$ cat config.mk
export PLATFORM = sky130hd
export DESIGN_NAME = http_request_line_parser
export DESIGN_NICKNAME = d
export VERILOG_FILES = /design/src/hw/rtl/hrlp_pkg.sv /design/src/hw/rtl/hrlp_match_cell.sv /design/src/hw/rtl/hrlp_hdr_search.sv /design/src/hw/rtl/hrlp_token_parser.sv /design/src/hw/rtl/hrlp_result_fifo.sv /design/src/hw/rtl/http_request_line_parser.sv
export SDC_FILE = /design/constraint.sdc
export NUM_CORES = 1
export LEC_CHECK = 0
export BUFFER_PORTS_ARGS = -buffer_cell sky130_fd_sc_hd__buf_2
export CAP_MARGIN = 30
export CORE_AREA = 3 3 144 146
export DETAILED_ROUTE_END_ITERATION = 12
export DIE_AREA = 0 0 147 149
export HOLD_SLACK_MARGIN = 0.1
export PLACE_DENSITY = 0.61
export SETUP_SLACK_MARGIN = 0.1
export SLEW_MARGIN = 20
export SYNTH_ARGS = -nofsm -noshare
export SYNTH_HDL_FRONTEND = slang
export SYNTH_HIERARCHICAL = 1
export SYNTH_SLANG_ARGS = --single-unit
$ cat constraint.sdc
create_clock -name clock -period 6.7 [get_ports clock]
set_input_delay 0.67 -clock clock [delete_from_list [all_inputs] [get_ports clock]]
set_output_delay 0.67 -clock clock [all_outputs]
set_load 0.02 [all_outputs]
$ cat src/hw/rtl/hrlp_pkg.sv
// Shared types, constants and character tables of the HTTP request line parser.
package hrlp_pkg;

   // Length of the connection header text that is searched for.
   localparam int HdrLen = 22;
   localparam logic [HdrLen*8-1:0] HdrText = "Connection: keep-alive";

   // Token bookkeeping constants.
   localparam logic [3:0] PosMax = 4'd15;
   localparam logic [3:0] VerLen = 4'd8;
   localparam logic [4:0] MethodAll = 5'b11111;
   localparam logic [1:0] VersionAll = 2'b11;

   // Delimiter characters.
   localparam logic [7:0] ChSpace = 8'h20;
   localparam logic [7:0] ChLf = 8'h0A;
   localparam logic [7:0] ChCr = 8'h0D;

   // Result kinds.
   localparam logic KindPath = 1'b0;
   localparam logic KindSummary = 1'b1;

   // Version codes.
   localparam logic Ver10 = 1'b0;
   localparam logic Ver11 = 1'b1;

   // Result queue size.
   localparam int FifoDepth = 4;
   localparam int FifoAw = $clog2(FifoDepth);
   localparam int FifoCw = $clog2(FifoDepth + 1);

   typedef enum logic [1:0] {
      PHASE_METHOD,
      PHASE_PATH,
      PHASE_VERSION,
      PHASE_REST
   } phase_type;

   typedef enum logic [2:0] {
      METHOD_NONE,
      METHOD_GET,
      METHOD_PUT,
      METHOD_POST,
      METHOD_HEAD,
      METHOD_DELETE
   } method_type;

   typedef struct packed {
      logic       kind;
      logic [7:0] path_byte;
      method_type method;
      logic       version;
      logic       keep_alive;
      logic       last;
   } result_type;

   // Results produced by one accepted byte: an optional path result and an
   // optional summary result, in that order.
   typedef struct packed {
      logic       path_valid;
      result_type path;
      logic       sum_valid;
      result_type summary;
   } push_type;

   // Control of the header search cells.
   typedef struct packed {
      logic step;
      logic clear;
   } search_ctrl_type;

   // Character of the header text at a given place, first character at zero.
   function automatic logic [7:0] hdr_char(input int idx);
      hdr_char = HdrText[(HdrLen-1-idx)*8 +: 8];
   endfunction

   // Methods whose text holds this byte at this place; bit 0 is GET.
   function automatic logic [4:0] method_hits(input logic [3:0] pos, input logic [7:0] b);
      logic [4:0] hits;
      hits = '0;
      case (pos)
         4'd0: hits = {b == "D", b == "H", b == "P", b == "P", b == "G"};
         4'd1: hits = {b == "E", b == "E", b == "O", b == "U", b == "E"};
         4'd2: hits = {b == "L", b == "A", b == "S", b == "T", b == "T"};
         4'd3: hits = {b == "E", b == "D", b == "T", 2'b00};
         4'd4: hits = {b == "T", 4'b0000};
         4'd5: hits = {b == "E", 4'b0000};
         default: hits = '0;
      endcase
      return hits;
   endfunction

   // Versions whose text holds this byte at this place; bit 0 is 1.1.
   function automatic logic [1:0] version_hits(input logic [3:0] pos, input logic [7:0] b);
      logic [1:0] hits;
      hits = '0;
      case (pos)
         4'd0: hits = {2{b == "H"}};
         4'd1: hits = {2{b == "T"}};
         4'd2: hits = {2{b == "T"}};
         4'd3: hits = {2{b == "P"}};
         4'd4: hits = {2{b == "/"}};
         4'd5: hits = {2{b == "1"}};
         4'd6: hits = {2{b == "."}};
         4'd7: hits = {b == "0", b == "1"};
         default: hits = '0;
      endcase
      return hits;
   endfunction

   // Method named by a finished token, the first full match in list order.
   function automatic method_type finish_method(input logic [3:0] pos,
                                                input logic [4:0] cand);
      method_type m;
      if (cand[0] && pos == 4'd3) begin
         m = METHOD_GET;
      end else if (cand[1] && pos == 4'd3) begin
         m = METHOD_PUT;
      end else if (cand[2] && pos == 4'd4) begin
         m = METHOD_POST;
      end else if (cand[3] && pos == 4'd4) begin
         m = METHOD_HEAD;
      end else if (cand[4] && pos == 4'd6) begin
         m = METHOD_DELETE;
      end else begin
         m = METHOD_NONE;
      end
      return m;
   endfunction

   // Version named by a finished token; anything but an exact 1.0 gives 1.1.
   function automatic logic finish_version(input logic [3:0] pos, input logic [1:0] cand);
      logic v;
      if (pos == VerLen && !cand[0] && cand[1]) begin
         v = Ver10;
      end else begin
         v = Ver11;
      end
      return v;
   endfunction

endpackage

$ cat src/hw/rtl/hrlp_match_cell.sv
// One cell of the header search chain: tracks one prefix length of the header text.
module hrlp_match_cell (
   input  logic                    clock,
   input  logic                    reset,
   input  hrlp_pkg::search_ctrl_type ctrl,
   input  logic [7:0]              msg_byte,
   input  logic [7:0]              pattern,
   input  logic                    prev_hit,
   output logic                    hit_next,
   output logic                    hit_ff
);

   logic hit_in;

   // The prefix grows by one when the neighbor held the shorter prefix
   // and this byte is the next character.
   assign hit_next = prev_hit && (msg_byte == pattern);

   always_comb begin
      hit_in = hit_ff;
      if (ctrl.clear) begin
         hit_in = 1'b0;
      end else if (ctrl.step) begin
         hit_in = hit_next;
      end
   end

   always_ff @(posedge clock) begin
      if (reset) begin
         hit_ff <= 1'b0;
      end else begin
         hit_ff <= hit_in;
      end
   end

endmodule

$ cat src/hw/rtl/hrlp_hdr_search.sv
// Chain of match cells that finds the keep-alive connection header in the message tail.
module hrlp_hdr_search (
   input  logic                      clock,
   input  logic                      reset,
   input  hrlp_pkg::search_ctrl_type ctrl,
   input  logic [7:0]                msg_byte,
   output logic                      found_now
);

   logic [hrlp_pkg::HdrLen:0]   chain;
   logic                        last_next;
   logic                        found_ff;
   logic                        found_in;
   hrlp_pkg::search_ctrl_type   cell_ctrl;

   // The empty prefix always matches; once found, the chain stops stepping.
   assign chain[0] = 1'b1;
   assign cell_ctrl.step = ctrl.step && !found_ff;
   assign cell_ctrl.clear = ctrl.clear;

   genvar gi;
   generate
      for (gi = 0; gi < hrlp_pkg::HdrLen; gi = gi + 1) begin : g_cell
         if (gi == hrlp_pkg::HdrLen - 1) begin : g_last
            hrlp_match_cell u_cell (
               .clock    (clock),
               .reset    (reset),
               .ctrl     (cell_ctrl),
               .msg_byte (msg_byte),
               .pattern  (hrlp_pkg::hdr_char(gi)),
               .prev_hit (chain[gi]),
               .hit_next (last_next),
               .hit_ff   (chain[gi+1])
            );
         end else begin : g_mid
            hrlp_match_cell u_cell (
               .clock    (clock),
               .reset    (reset),
               .ctrl     (cell_ctrl),
               .msg_byte (msg_byte),
               .pattern  (hrlp_pkg::hdr_char(gi)),
               .prev_hit (chain[gi]),
               .hit_next (),
               .hit_ff   (chain[gi+1])
            );
         end
      end
   endgenerate

   // Found flag including the byte being taken now, so a summary sees it.
   assign found_now = found_ff || (cell_ctrl.step && last_next);

   always_comb begin
      found_in = found_now;
      if (ctrl.clear) begin
         found_in = 1'b0;
      end
   end

   always_ff @(posedge clock) begin
      if (reset) begin
         found_ff <= 1'b0;
      end else begin
         found_ff <= found_in;
      end
   end

endmodule

$ cat src/hw/rtl/hrlp_token_parser.sv
// Token tracker: splits the request line into method, path and version tokens.
module hrlp_token_parser (
   input  logic                      clock,
   input  logic                      reset,
   input  logic                      accept,
   input  logic [7:0]                msg_byte,
   input  logic                      end_of_message,
   input  logic                      header_found,
   output hrlp_pkg::search_ctrl_type search_ctrl,
   output hrlp_pkg::push_type        push
);

   hrlp_pkg::phase_type  phase_ff, phase_in;
   logic [3:0]           pos_ff, pos_in;
   logic [4:0]           mcand_ff, mcand_in;
   logic [1:0]           vcand_ff, vcand_in;
   hrlp_pkg::method_type mcode_ff, mcode_in;
   logic                 vcode_ff, vcode_in;

   logic                 delim;
   logic                 path_byte_seen;
   hrlp_pkg::method_type fin_method;
   logic                 fin_version;

   assign delim = (msg_byte == hrlp_pkg::ChSpace) || (msg_byte == hrlp_pkg::ChLf) ||
                  (msg_byte == hrlp_pkg::ChCr);

   // Effect of one byte on the token state.
   always_comb begin
      phase_in = phase_ff;
      pos_in = pos_ff;
      mcand_in = mcand_ff;
      vcand_in = vcand_ff;
      mcode_in = mcode_ff;
      vcode_in = vcode_ff;
      path_byte_seen = 1'b0;
      if (phase_ff == hrlp_pkg::PHASE_REST) begin
         // Tail bytes only feed the header search.
      end else if (delim) begin
         if (phase_ff == hrlp_pkg::PHASE_METHOD) begin
            mcode_in = hrlp_pkg::finish_method(pos_ff, mcand_ff);
         end
         if (phase_ff == hrlp_pkg::PHASE_VERSION) begin
            vcode_in = hrlp_pkg::finish_version(pos_ff, vcand_ff);
         end
         phase_in = hrlp_pkg::phase_type'(phase_ff + 2'd1);
         pos_in = '0;
         mcand_in = hrlp_pkg::MethodAll;
         vcand_in = hrlp_pkg::VersionAll;
      end else begin
         if (phase_ff == hrlp_pkg::PHASE_METHOD) begin
            mcand_in = mcand_ff & hrlp_pkg::method_hits(pos_ff, msg_byte);
         end else if (phase_ff == hrlp_pkg::PHASE_VERSION) begin
            vcand_in = vcand_ff & hrlp_pkg::version_hits(pos_ff, msg_byte);
         end else begin
            path_byte_seen = 1'b1;
         end
         if (pos_ff != hrlp_pkg::PosMax) begin
            pos_in = pos_ff + 4'd1;
         end
      end
   end

   // A message that ends inside the method or version token finishes it.
   always_comb begin
      fin_method = mcode_in;
      fin_version = vcode_in;
      if (phase_in == hrlp_pkg::PHASE_METHOD) begin
         fin_method = hrlp_pkg::finish_method(pos_in, mcand_in);
      end
      if (phase_in == hrlp_pkg::PHASE_VERSION) begin
         fin_version = hrlp_pkg::finish_version(pos_in, vcand_in);
      end
   end

   // Results for the result queue.
   always_comb begin
      push.path_valid = accept && path_byte_seen;
      push.path.kind = hrlp_pkg::KindPath;
      push.path.path_byte = msg_byte;
      push.path.method = hrlp_pkg::METHOD_NONE;
      push.path.version = 1'b0;
      push.path.keep_alive = 1'b0;
      push.path.last = !end_of_message;
      push.sum_valid = accept && end_of_message;
      push.summary.kind = hrlp_pkg::KindSummary;
      push.summary.path_byte = '0;
      push.summary.method = fin_method;
      push.summary.version = fin_version;
      push.summary.keep_alive = header_found;
      push.summary.last = 1'b1;
   end

   assign search_ctrl.step = accept && (phase_ff == hrlp_pkg::PHASE_REST);
   assign search_ctrl.clear = accept && end_of_message;

   // Token state; the end of a message returns it to the start values.
   always_ff @(posedge clock) begin
      if (reset || (accept && end_of_message)) begin
         phase_ff <= hrlp_pkg::PHASE_METHOD;
         pos_ff <= '0;
         mcand_ff <= hrlp_pkg::MethodAll;
         vcand_ff <= hrlp_pkg::VersionAll;
         mcode_ff <= hrlp_pkg::METHOD_NONE;
         vcode_ff <= hrlp_pkg::Ver11;
      end else if (accept) begin
         phase_ff <= phase_in;
         pos_ff <= pos_in;
         mcand_ff <= mcand_in;
         vcand_ff <= vcand_in;
         mcode_ff <= mcode_in;
         vcode_ff <= vcode_in;
      end
   end

endmodule

$ cat src/hw/rtl/hrlp_result_fifo.sv
// Small result queue that takes up to two results a cycle and hands out one while out_ready is high.
module hrlp_result_fifo (
   input  logic                 clock,
   input  logic                 reset,
   input  hrlp_pkg::push_type   push,
   input  logic                 out_ready,
   output logic                 out_valid,
   output hrlp_pkg::result_type out_data,
   output logic                 room_for_two
);

   hrlp_pkg::result_type           mem_ff [hrlp_pkg::FifoDepth];
   logic [hrlp_pkg::FifoAw-1:0]    wr_ff, wr_in;
   logic [hrlp_pkg::FifoAw-1:0]    rd_ff, rd_in;
   logic [hrlp_pkg::FifoCw-1:0]    cnt_ff, cnt_in;
   logic [hrlp_pkg::FifoAw-1:0]    wr_sum;
   logic [hrlp_pkg::FifoAw-1:0]    n_push;
   logic                           pop;

   assign out_valid = (cnt_ff != '0);
   assign out_data = mem_ff[rd_ff];
   assign pop = out_valid && out_ready;
   assign room_for_two = (cnt_ff <= hrlp_pkg::FifoCw'(hrlp_pkg::FifoDepth - 2));

   // The summary lands behind the path result of the same byte.
   assign wr_sum = wr_ff + hrlp_pkg::FifoAw'(push.path_valid);
   assign n_push = hrlp_pkg::FifoAw'(push.path_valid) + hrlp_pkg::FifoAw'(push.sum_valid);

   always_comb begin
      wr_in = wr_ff + n_push;
      rd_in = rd_ff + hrlp_pkg::FifoAw'(pop);
      cnt_in = cnt_ff + hrlp_pkg::FifoCw'(n_push) - hrlp_pkg::FifoCw'(pop);
   end

   // Queue storage.
   always_ff @(posedge clock) begin
      if (push.path_valid) begin
         mem_ff[wr_ff] <= push.path;
      end
      if (push.sum_valid) begin
         mem_ff[wr_sum] <= push.summary;
      end
   end

   // Pointers and fill count.
   always_ff @(posedge clock) begin
      if (reset) begin
         wr_ff <= '0;
         rd_ff <= '0;
         cnt_ff <= '0;
      end else begin
         wr_ff <= wr_in;
         rd_ff <= rd_in;
         cnt_ff <= cnt_in;
      end
   end

endmodule

$ cat src/hw/rtl/http_request_line_parser.sv
// Top level of the HTTP request line parser.
//
// The request comes in on the req_ stream one byte per transfer, with
// req_tlast on the final byte of a message. Bytes of the path token come
// out on the rsp_ stream as path results (rsp_tuser low). The final byte
// of a message also gives a summary result (rsp_tuser high) with the
// method, the version and whether the keep-alive connection header was
// seen; rsp_tlast marks the final result caused by an input byte.
// Throughput is one byte per cycle while req_tready is high. A result is put
// in the queue at the transfer of the byte that causes it. A final byte that
// is also a path byte gives two results: the path result, then the summary.
// The header search is a chain of 22 match cells, one per header character,
// each stepping once per tail byte until the header is found. Results wait
// in a four-entry queue; req_tready is high while at most two results are
// waiting, so a stalled receiver holds off the input once three or more
// results are waiting, and nothing is lost. Reset empties the queue; reset
// and the final byte of a message return the parser to a message start.
module http_request_line_parser (
   input  logic        clock,
   input  logic        reset,
   input  logic        req_tvalid,
   output logic        req_tready,
   input  logic [7:0]  req_tdata,   // [7:0] msg_byte
   input  logic        req_tlast,
   output logic        rsp_tvalid,
   input  logic        rsp_tready,
   output logic [15:0] rsp_tdata,   // [7:0] path_byte, [10:8] method, [11] version,
                                    // [12] keep_alive, [15:13] zero
   output logic        rsp_tuser,   // [0] kind
   output logic        rsp_tlast
);

   logic                      accept;
   logic                      header_found;
   hrlp_pkg::search_ctrl_type search_ctrl;
   hrlp_pkg::push_type        push;
   hrlp_pkg::result_type      rsp;
   logic                      room_for_two;

   assign req_tready = room_for_two;
   assign accept = req_tvalid && req_tready;

   hrlp_token_parser u_parser (
      .clock          (clock),
      .reset          (reset),
      .accept         (accept),
      .msg_byte       (req_tdata),
      .end_of_message (req_tlast),
      .header_found   (header_found),
      .search_ctrl    (search_ctrl),
      .push           (push)
   );

   hrlp_hdr_search u_search (
      .clock     (clock),
      .reset     (reset),
      .ctrl      (search_ctrl),
      .msg_byte  (req_tdata),
      .found_now (header_found)
   );

   hrlp_result_fifo u_fifo (
      .clock        (clock),
      .reset        (reset),
      .push         (push),
      .out_ready    (rsp_tready),
      .out_valid    (rsp_tvalid),
      .out_data     (rsp),
      .room_for_two (room_for_two)
   );

   // Pack the result fields onto the output stream.
   assign rsp_tdata = {3'b000, rsp.keep_alive, rsp.version, rsp.method, rsp.path_byte};
   assign rsp_tuser = rsp.kind;
   assign rsp_tlast = rsp.last;

endmodule

==> results of run 1 <==
## metrics by stage
stage,setup slack [ns],instance area (um2),hold WS (ns),util,instances
2_1_floorplan,1.759,9335,0.4420,-,1026
3_3_place_gp,2.461,9557,0.4628,0.4894,1279
3_5_place_dp,2.411,9557,0.4673,0.4894,1279
4_1_cts,2.797,9867,0.4811,0.5053,1295
5_1_grt,2.523,9867,0.5016,0.5053,1295
6_report,2.802,9867,0.4803,0.5053,1295
## flip-flops by register name, summed over array words and instances (netlist names)
name	cells
u_parser/vcand_ff	2
u_parser/phase_ff	2
u_fifo/wr_ff	2
u_search/found_ff	1
u_fifo/cnt_ff	3
u_fifo/mem_ff	60
u_parser/mcode_ff	3
u_parser/pos_ff	4
u_parser/mcand_ff	5
u_search/g_cell.g_mid.u_cell/hit_ff	21
u_parser/vcode_ff	1
u_fifo/rd_ff	2
## worst max-delay path, cell delays in order
cell and delay (ns):
buf_2 0.07, buf_4 0.50, or2b_1 0.36, nor3_1 0.23, o21ai_0 0.12, and4b_1 0.23
ha_1 0.24, xnor2_2 0.22, and3_1 0.81, o21bai_1 0.21, buf_4 0.25
## power by group through the flow
stage | Combinational [W] | Clock, W | Sequential [W]
3_3_place_gp | 0.000622 | 0 | 0.000783
5_1_grt | 0.000689 | 0.000582 | 0.000775
6_report | 0.000625 | 0.000544 | 0.000769
4_1_cts | 0.000630 | 0.000561 | 0.000769
3_5_place_dp | 0.000628 | 0 | 0.000784
2_1_floorplan | 0.000495 | 0 | 0.000767
## worst min path at each step
| stage | to | slack, ns | cells after the start | start |
|---|---|---|---|---|
| 3_5_place_dp | u_search/g_cell[15].g_mid.u_cell/hit_ff | 0.47 | 2 | u_search/g_cell[15].g_mid.u_cell/hit_ff |
| 6_report | u_search/g_cell[15].g_mid.u_cell/hit_ff | 0.48 | 2 | u_search/g_cell[15].g_mid.u_cell/hit_ff |
| 4_1_cts | u_search/g_cell[15].g_mid.u_cell/hit_ff | 0.48 | 2 | u_search/g_cell[15].g_mid.u_cell/hit_ff |
| 2_1_floorplan | u_parser/mcand_ff[3] | 0.44 | 1 | u_parser/mcand_ff[3] |
| 5_1_grt | u_search/g_cell[5].g_mid.u_cell/hit_ff | 0.50 | 2 | u_search/g_cell[5].g_mid.u_cell/hit_ff |
| 3_3_place_gp | u_parser/vcode_ff | 0.46 | 2 | u_parser/vcode_ff |
## metal layers
| layer | track usage | up-vias | share of wire |
|---|---|---|---|
| met4 | 0.03635 | 0 | 0.0053 |
| met5 | 0 | - | 0 |
| li1 | - | 3220 | - |
| met3 | 0.02157 | 7 | 0.023 |
| met2 | 0.3086 | 97 | 0.49 |
| met1 | 0.2421 | 2949 | 0.48 |
## area by class of cell
cell class / count / share of cell area
well taps: 265 / 0.03360
inverters: 37 / 0.01408
flip-flops and latches: 106 / 0.2759
multi-input cells: 827 / 0.6188
clock inverters: 7 / 0.008623
clock buffers: 9 / 0.02283
repair buffers: 44 / 0.02612
==> results.json, run 1 <==
{
  "status": "completed",
  "cts_resized": 0,
  "hold_path.class": "flop to flop",
  "p_leak_nw": 3.584,
  "drc": 0,
  "startpoint": "req_tdata[0]",
  "dr.pass1.iters": 4,
  "postCtsSetupBuffers": 0,
  "clockBufferDepth": 2,
  "pin_count": 33,
  "syn_area_um2": 8616,
  "fmax_mhz": 256.6,
  "h-tree-depth": 3,
  "critPathMaxFanout": 39,
  "antenna_left": 0,
  "n_antenna_cell": 0,
  "grt_pass1_vias": 6149,
  "finalCritPeriodShare": 0.5817,
  "vias_per_cell": 4.844,
  "cp-end-kind": "flop",
  "nNetsFinal": 1051,
  "finalCriticalPeriod_ns": 3.898,
  "critPathKind": "input port to flop",
  "reg2reg_to": "u_fifo/cnt_ff[2]",
  "r2r-start": "u_fifo/cnt_ff[0]",
  "gp_congestion": 0.8047,
  "multi_input_area_um2": 6106,
  "area_growth_pct": 14.52,
  "start_util": 0.4412,
  "first_iter_violations": 461,
  "antenna_found_initial": 0,
  "cp.arrival_ns": 3.94,
  "most-common-layout-cells": "conb_1, xnor2_1, xor2_1, edfxtp_1, mux2_2",
  "wl_per_cell_um": 14.96,
  "die_w_um": 147,
  "layout_commonest_cell": "conb_1",
  "vdd_ir_drop_max_mv": 0.1119,
  "dp_hpwl_um": 12730,
  "synth_warnings": 6,
  "cts_hold_repair.buffers": 0,
  "power_switching_share": 0.3499,
  "grtUsageTotal": 0.1782,
  "tns_ns": 0,
  "die_h_um": 149,
  "cts-root-buf": "clkbuf_16",
  "dr_total_vias": 6273,
  "setup_viol": 0,
  "crit_end": "u_fifo/mem_ff[1][10]",
  "numPortBuffers": 29,
  "slew_headroom": 0.3530,
  "synthCells": 835,
  "grt_pass1_wl_um": 31740,
  "worstRegToRegCells": 13,
  "startpoint_type": "input port",
  "pwr-share-comb": 0.322,
  "switching_power_w": 0.0006778,
  "r2r_setup_slack_ns": 2.97,
  "overflow": 0,
  "clk_pin_slew_ns": 0.08,
  "cts_tree": "built",
  "die_area_um2": 21900,
  "drive_above_1_share": 0.1932,
  "numCtsBuffers": 9,
  "power_w": 0.001937,
  "skew_ns": 0.008151,
  "p_int_w": 0.001260,
  "power_frac_seq": 0.397,
  "num_rows": 51,
  "clockPowerShare": 0.281,
  "hold_viol_final": 0,
  "n_fill_cell": 1851,
  "seq_area_um2": 2723,
  "drv_cap": 0,
  "required_ns": 6.74,
  "synth.avg_cell_area_um2": 10.32,
  "drt_wl_total_um": 19370,
  "powerDensity_nw_per_um2": 196.3,
  "rsz0062_at_grt": "no",
  "clock_sinks": 106,
  "slew_viol_final": 0,
  "core_area_um2": 19530,
  "clk_latency_ns": 0.35,
  "worst_slew_pin_slew_ns": 0.9695,
  "grt_max_degree": 61
}
(Power assumes the default switching activity.)
==> inputs of run 2 (changes only) <==
Settings changed: PLACE_DENSITY 0.61 to 0.59.
Clock period 6.7 ns to 4.1 ns, I/O delays scaled along.
==> run 2 against run 1 <==
Effect of this change: clock power increased by 67%; sequential cell count stayed put; routed wire length increased by 2.5%; critical endpoint is now u_fifo/mem_ff[3][2]; critical path type is now flop to flop; sequential power rose by 64%.
==> results.json, run 2 (synthesis gave the netlist of run 1 again) <==
{
  "p_leak_nw": 3.642,
  "antenna_left": 0,
  "slowest_stage": "dfxtp_1",
  "dp_hpwl_um": 13560,
  "r2r-start": "u_parser/pos_ff[0]",
  "powerDensity_nw_per_um2": 322.9,
  "grt_pass1_vias": 6162,
  "cp.depth": 9,
  "worstRegToRegCells": 9,
  "cp.arrival_ns": 3.37,
  "max_stage_delay_ns": 0.51,
  "setup_viol": 0,
  "grt_pass1_wl_um": 32580,
  "drt_wl_total_um": 19860,
  "core_area_um2": 19530,
  "vias_per_cell": 4.842,
  "n_antenna_cell": 0,
  "tns_ns": 0,
  "grt_max_degree": 50,
  "required_ns": 4.21,
  "h-tree-depth": 3,
  "critPathKind": "flop to flop",
  "cp_top_family": "simple AND/OR/NAND/NOR gates",
  "most-common-layout-cells": "conb_1, xnor2_1, xor2_1, edfxtp_1, mux2_2",
  "drv_cap": 0,
  "numCtsBuffers": 9,
  "area_growth_pct": 15.58,
  "finalCritPeriodShare": 0.7934,
  "dr.pass1.iters": 5,
  "crit_buf_inv": 1,
  "hold_path.class": "flop to flop",
  "finalWorstSetupSlack_ns": 0.8473,
  "clock_sinks": 106,
  "numPortBuffers": 29,
  "status": "completed",
  "nNetsFinal": 1061,
  "postCtsSetupBuffers": 0,
  "cts-root-buf": "clkbuf_16",
  "hold_viol_final": 0,
  "startpoint_type": "flop",
  "reg2reg_to": "u_fifo/mem_ff[3][2]",
  "critPathMaxFanout": 11,
  "dr_total_vias": 6319,
  "clk_latency_ns": 0.37,
  "antenna_found_initial": 0,
  "largest_register": "u_fifo/mem_ff",
  "cp_cell_sequence": "inv_1 -> ha_1 -> or2_2 -> a22oi_1 -> o211ai_1 -> or3_1 -> a2111oi_2 -> mux2i_1 -> mux2_2",
  "cts_hold_repair.buffers": 0,
  "gp_congestion": 0.8345,
  "min_to": "u_search/g_cell[0].g_mid.u_cell/hit_ff",
  "wl_per_cell_um": 15.22,
  "vdd_ir_drop_max_mv": 0.2341,
  "largest_reg_flops": 60,
  "hp-start": "u_search/g_cell[0].g_mid.u_cell/hit_ff",
  "pin_count": 33,
  "num_rows": 51,
  "finalCriticalPeriod_ns": 3.253,
  "worst_slew_pin_slew_ns": 0.8712,
  "cts_resized": 0,
  "r2r_setup_slack_ns": 0.85,
  "first_iter_violations": 291,
  "min_path_cells": 2,
  "drc": 0,
  "largestRegisters": "u_fifo/mem_ff (60), u_search/g_cell.g_mid.u_cell/hit_ff (21), u_parser/mcand_ff (5)",
  "cts_tree": "built",
  "layout_commonest_cell": "conb_1",
  "clockBufferDepth": 2,
  "slew_viol_final": 0,
  "skew_ns": 0.01683,
  "die_area_um2": 21900,
  "grtUsageTotal": 0.1856,
  "pre_cts_ws_ns": 0.6256,
  "fmax_mhz": 307.4,
  "clk_pin_slew_ns": 0.08,
  "drive_above_1_share": 0.2010,
  "die_h_um": 149,
  "die_w_um": 147,
  "start_util": 0.4412,
  "rsz0062_at_grt": "no",
  "overflow": 0,
  "slew_headroom": 0.4184,
  "cp-end-kind": "flop"
}
## run 2: cell count changes in the layout (fill, tap and decap cells not counted)
cell	previous run	this run
buf_4	15	24
clkinv_4	2	0
inv_6	0	2
buf_12	0	1
clkinvlp_4	1	0
inv_8	1	2
## run 2: area by class of cell
cell class                      count  area [um2]
Fill cell                        1873        9568
Multi-Input combinational cell    827        6106
Sequential cell                   106        2723
Timing Repair Buffer               54       345.3
Tap cell                          265       331.6
Clock buffer                        9       225.2
Inverter                           37       138.9
Clock inverter                      7       88.84
## run 2: through the flow
stage / util / area, um2 / hold WS, ns / total power, W / std cells
after floorplan: - / 9340 / 0.4420 / 0.002062 / 1026
after global placement: 0.4939 / 9644 / 0.4585 / 0.002330 / 1289
after detailed placement: 0.4939 / 9644 / 0.4659 / 0.002337 / 1289
after CTS: 0.5100 / 9958 / 0.4689 / 0.003254 / 1305
after global routing: 0.5100 / 9958 / 0.4951 / 0.003400 / 1305
final: 0.5100 / 9958 / 0.4800 / 0.003215 / 1305
## run 2: worst max path at each step
stage	start	endpoint	slack [ns]
6_report	u_parser/pos_ff[0]	u_fifo/mem_ff[3][2]	0.85
5_1_grt	u_parser/pos_ff[0]	u_fifo/mem_ff[3][2]	0.67
4_1_cts	u_parser/pos_ff[0]	u_fifo/mem_ff[3][2]	0.84
3_5_place_dp	req_tdata[3]	u_fifo/cnt_ff[2]	0.63
3_3_place_gp	req_tdata[3]	u_fifo/cnt_ff[2]	0.68
2_1_floorplan	u_fifo/cnt_ff[0]	u_search/g_cell[0].g_mid.u_cell/hit_ff	0.34
## run 2: metal layers
metal | vias to the layer above | part of all wire | GRT usage
met2 | 88 | 0.48 | 0.3079
met5 | - | 0 | 0
li1 | 3242 | - | -
met1 | 2964 | 0.48 | 0.2543
met4 | 0 | 0.016 | 0.05079
met3 | 25 | 0.023 | 0.02826
## run 2: power by group
group	total, W	leakage (nW)	switching, W	internal [W]
combinational	0.00105	2.57	0.000616	0.000434
clock	0.000908	0.153	0.000466	0.000442
sequential	0.00126	0.918	0.0000588	0.00120
## run 2: worst min-delay path, delay by kind of cell, from the launching register on
family / cells / cell delay (ns)
flip-flops: 1 / 0.32
AND/OR/NAND/NOR: 1 / 0.07
AO/OA/AOI/OAI: 1 / 0.05
==> inputs of run 3 (changes only) <==
Settings changed: PLACE_DENSITY 0.59 to 0.61.
Clock period 4.1 ns to 2.9 ns, I/O delays scaled along.
==> run 3 against run 2 <==
Effect of this change: sequential cell count unchanged; first-iteration DRC count fell by 12%; combinational power increased by 59%; routed wire length up 1.6%.
==> results.json, run 3 (synthesis gave the netlist of run 1 again) <==
{
  "clockPowerShare": 0.271,
  "largest_register": "u_fifo/mem_ff",
  "core_area_um2": 19530,
  "nNetsFinal": 1135,
  "cts_hold_repair.buffers": 0,
  "finalCritPeriodShare": 0.9626,
  "r2r-start": "u_parser/phase_ff[1]",
  "wl_per_cell_um": 14.63,
  "status": "completed",
  "die_h_um": 149,
  "die_area_um2": 21900,
  "slew_headroom": 0.4742,
  "utilization": 0.5527,
  "numPortBuffers": 29,
  "drv_cap": 0,
  "switching_power_w": 0.001666,
  "rsz0062_at_grt": "yes",
  "dr_total_vias": 6640,
  "dp_hpwl_um": 14320,
  "pwr-share-comb": 0.350,
  "overflow": 0,
  "h-tree-depth": 3,
  "skew_ns": 0.01057,
  "cts-root-buf": "clkbuf_16",
  "dr.pass1.iters": 4,
  "vias_per_cell": 4.812,
  "fmax_mhz": 358.2,
  "hold_ws_ns": 0.4132,
  "use_met2": 0.3333,
  "die_w_um": 147,
  "first_iter_violations": 256,
  "power_frac_seq": 0.379,
  "drive_above_1_share": 0.2846,
  "most-common-layout-cells": "conb_1, xnor2_1, buf_4, xor2_1, edfxtp_1",
  "gp_congestion": 0.8486,
  "n_fill_cell": 1796,
  "grt_pass1_vias": 6603,
  "cp-end-kind": "flop",
  "finalCriticalPeriod_ns": 2.792,
  "startpoint": "req_tdata[3]",
  "grt_pass1_wl_um": 33870,
  "hold_path.class": "input port to flop",
  "required_ns": 3.01,
  "antenna_left": 0,
  "critPathMaxFanout": 12,
  "largest_reg_flops": 60,
  "pin_count": 33,
  "clockBufferDepth": 2,
  "p_int_w": 0.003088,
  "critPathKind": "input port to flop",
  "slew_viol_final": 0,
  "grtUsageTotal": 0.1922,
  "cp.arrival_ns": 2.90,
  "layout_commonest_cell": "conb_1",
  "path_common_cell": "buf_4",
  "start_util": 0.4412,
  "power_switching_share": 0.3504,
  "clk_pin_slew_ns": 0.08,
  "num_rows": 51,
  "p_leak_nw": 4.075,
  "met1_usage": 0.2551,
  "hp-start": "rsp_tready",
  "hold_viol_final": 0,
  "grtUsageMet3": 0.02947,
  "cts_tree": "built",
  "cp_cell_sequence": "buf_2 -> or3b_1 -> a211oi_2 -> o21ai_2 -> and4b_1 -> buf_4 -> buf_4 -> ha_1 -> xnor2_2 -> nand2b_1 -> buf_12 -> mux2_2",
  "drc": 0,
  "largestRegisters": "u_fifo/mem_ff (60), u_search/g_cell.g_mid.u_cell/hit_ff (21), u_parser/mcand_ff (5)",
  "area_growth_pct": 25.27,
  "antenna_found_initial": 0,
  "max_stage_delay_ns": 0.41,
  "vdd_ir_drop_max_mv": 0.2864,
  "grt_max_degree": 39,
  "worst_slew_pin_slew_ns": 0.7877,
  "numCtsBuffers": 9,
  "top_usage_layer": "met2",
  "setup_viol": 0,
  "slowest_stage": "or3b_1",
  "clock_sinks": 106,
  "tns_ns": 0,
  "clk_latency_ns": 0.36,
  "powerDensity_nw_per_um2": 440.4,
  "startpoint_type": "input port",
  "drt_wl_total_um": 20190
}
run 3: changes by cell type in the layout (fill, tap and decap cells not counted), sizes merged:
cell,change
clkinv,-2
buf,+74
diode,+1
inv,+2
run 3: power groups by stage:
stage | clock [W] | sequential, W | combinational [W]
after floorplan | 0 | 0.00178 | 0.00117
after global placement | 0 | 0.00183 | 0.00162
after detailed placement | 0 | 0.00183 | 0.00163
final | 0.00129 | 0.00180 | 0.00167
after CTS | 0.00132 | 0.00180 | 0.00165
after global routing | 0.00138 | 0.00182 | 0.00183
run 3: final cells by class:
type	count	area (um2)	area share
inverters	37	138.9	0.01287
repair buffers	128	1030	0.09541
multi-input cells	827	6255	0.5795
diodes	1	2.502	0.0002319
flip-flops and latches	106	2729	0.2528
clock inverters	7	81.33	0.007535
well taps	265	331.6	0.03072
clock buffers	9	225.2	0.02087
run 3: through the flow:
| stage | power (W) | cells | area, um2 | worst slack, ns |
|---|---|---|---|---|
| after floorplan | 0.002950 | 1026 | 9404 | -0.4791 |
| after global placement | 0.003451 | 1360 | 10340 | -0.3166 |
| after detailed placement | 0.003462 | 1360 | 10340 | -0.3355 |
| after CTS | 0.004771 | 1377 | 10690 | 0.09353 |
| after global routing | 0.005028 | 1379 | 10790 | 0.07623 |
| final | 0.004754 | 1380 | 10790 | 0.1084 |
run 3: path summary, 6_finish.rpt:
kind	to	slack [ns]	depth (start not counted)
worst max-delay path	u_fifo/mem_ff[2][4]	0.11	12
worst min-delay path	u_fifo/rd_ff[1]	0.41	4
worst max register to register	u_fifo/mem_ff[2][4]	0.14	11
worst min register to register	u_search/g_cell[0].g_mid.u_cell/hit_ff	0.48	2
run 3: layer usage:
metal,share of wire,vias to the layer above
met5,0,-
met4,0.016,0
met3,0.028,19
met2,0.49,83
met1,0.46,3147
li1,-,3391
run 3: worst max-delay path, delay by kind of cell:
kind | cells | cell delay [ns]
AOI/OAI and AO/OA | 2 | 0.37
xor gates and xnor gates | 1 | 0.28
adders and majority gates | 1 | 0.22
buffers and inverters | 4 | 0.54
muxes | 1 | 0.34
and+or+nand+nor | 3 | 0.86
run 3: repair_timing:
action | 4_1_cts | 5_1_grt
hold endpoints to repair | 0 | 0
pin swaps | 5 | 12
buffers inserted | 1 | 2
resized for setup | 7 | 25
cloned | 0 | 0
endpoints found under the setup margin | 25 | 21
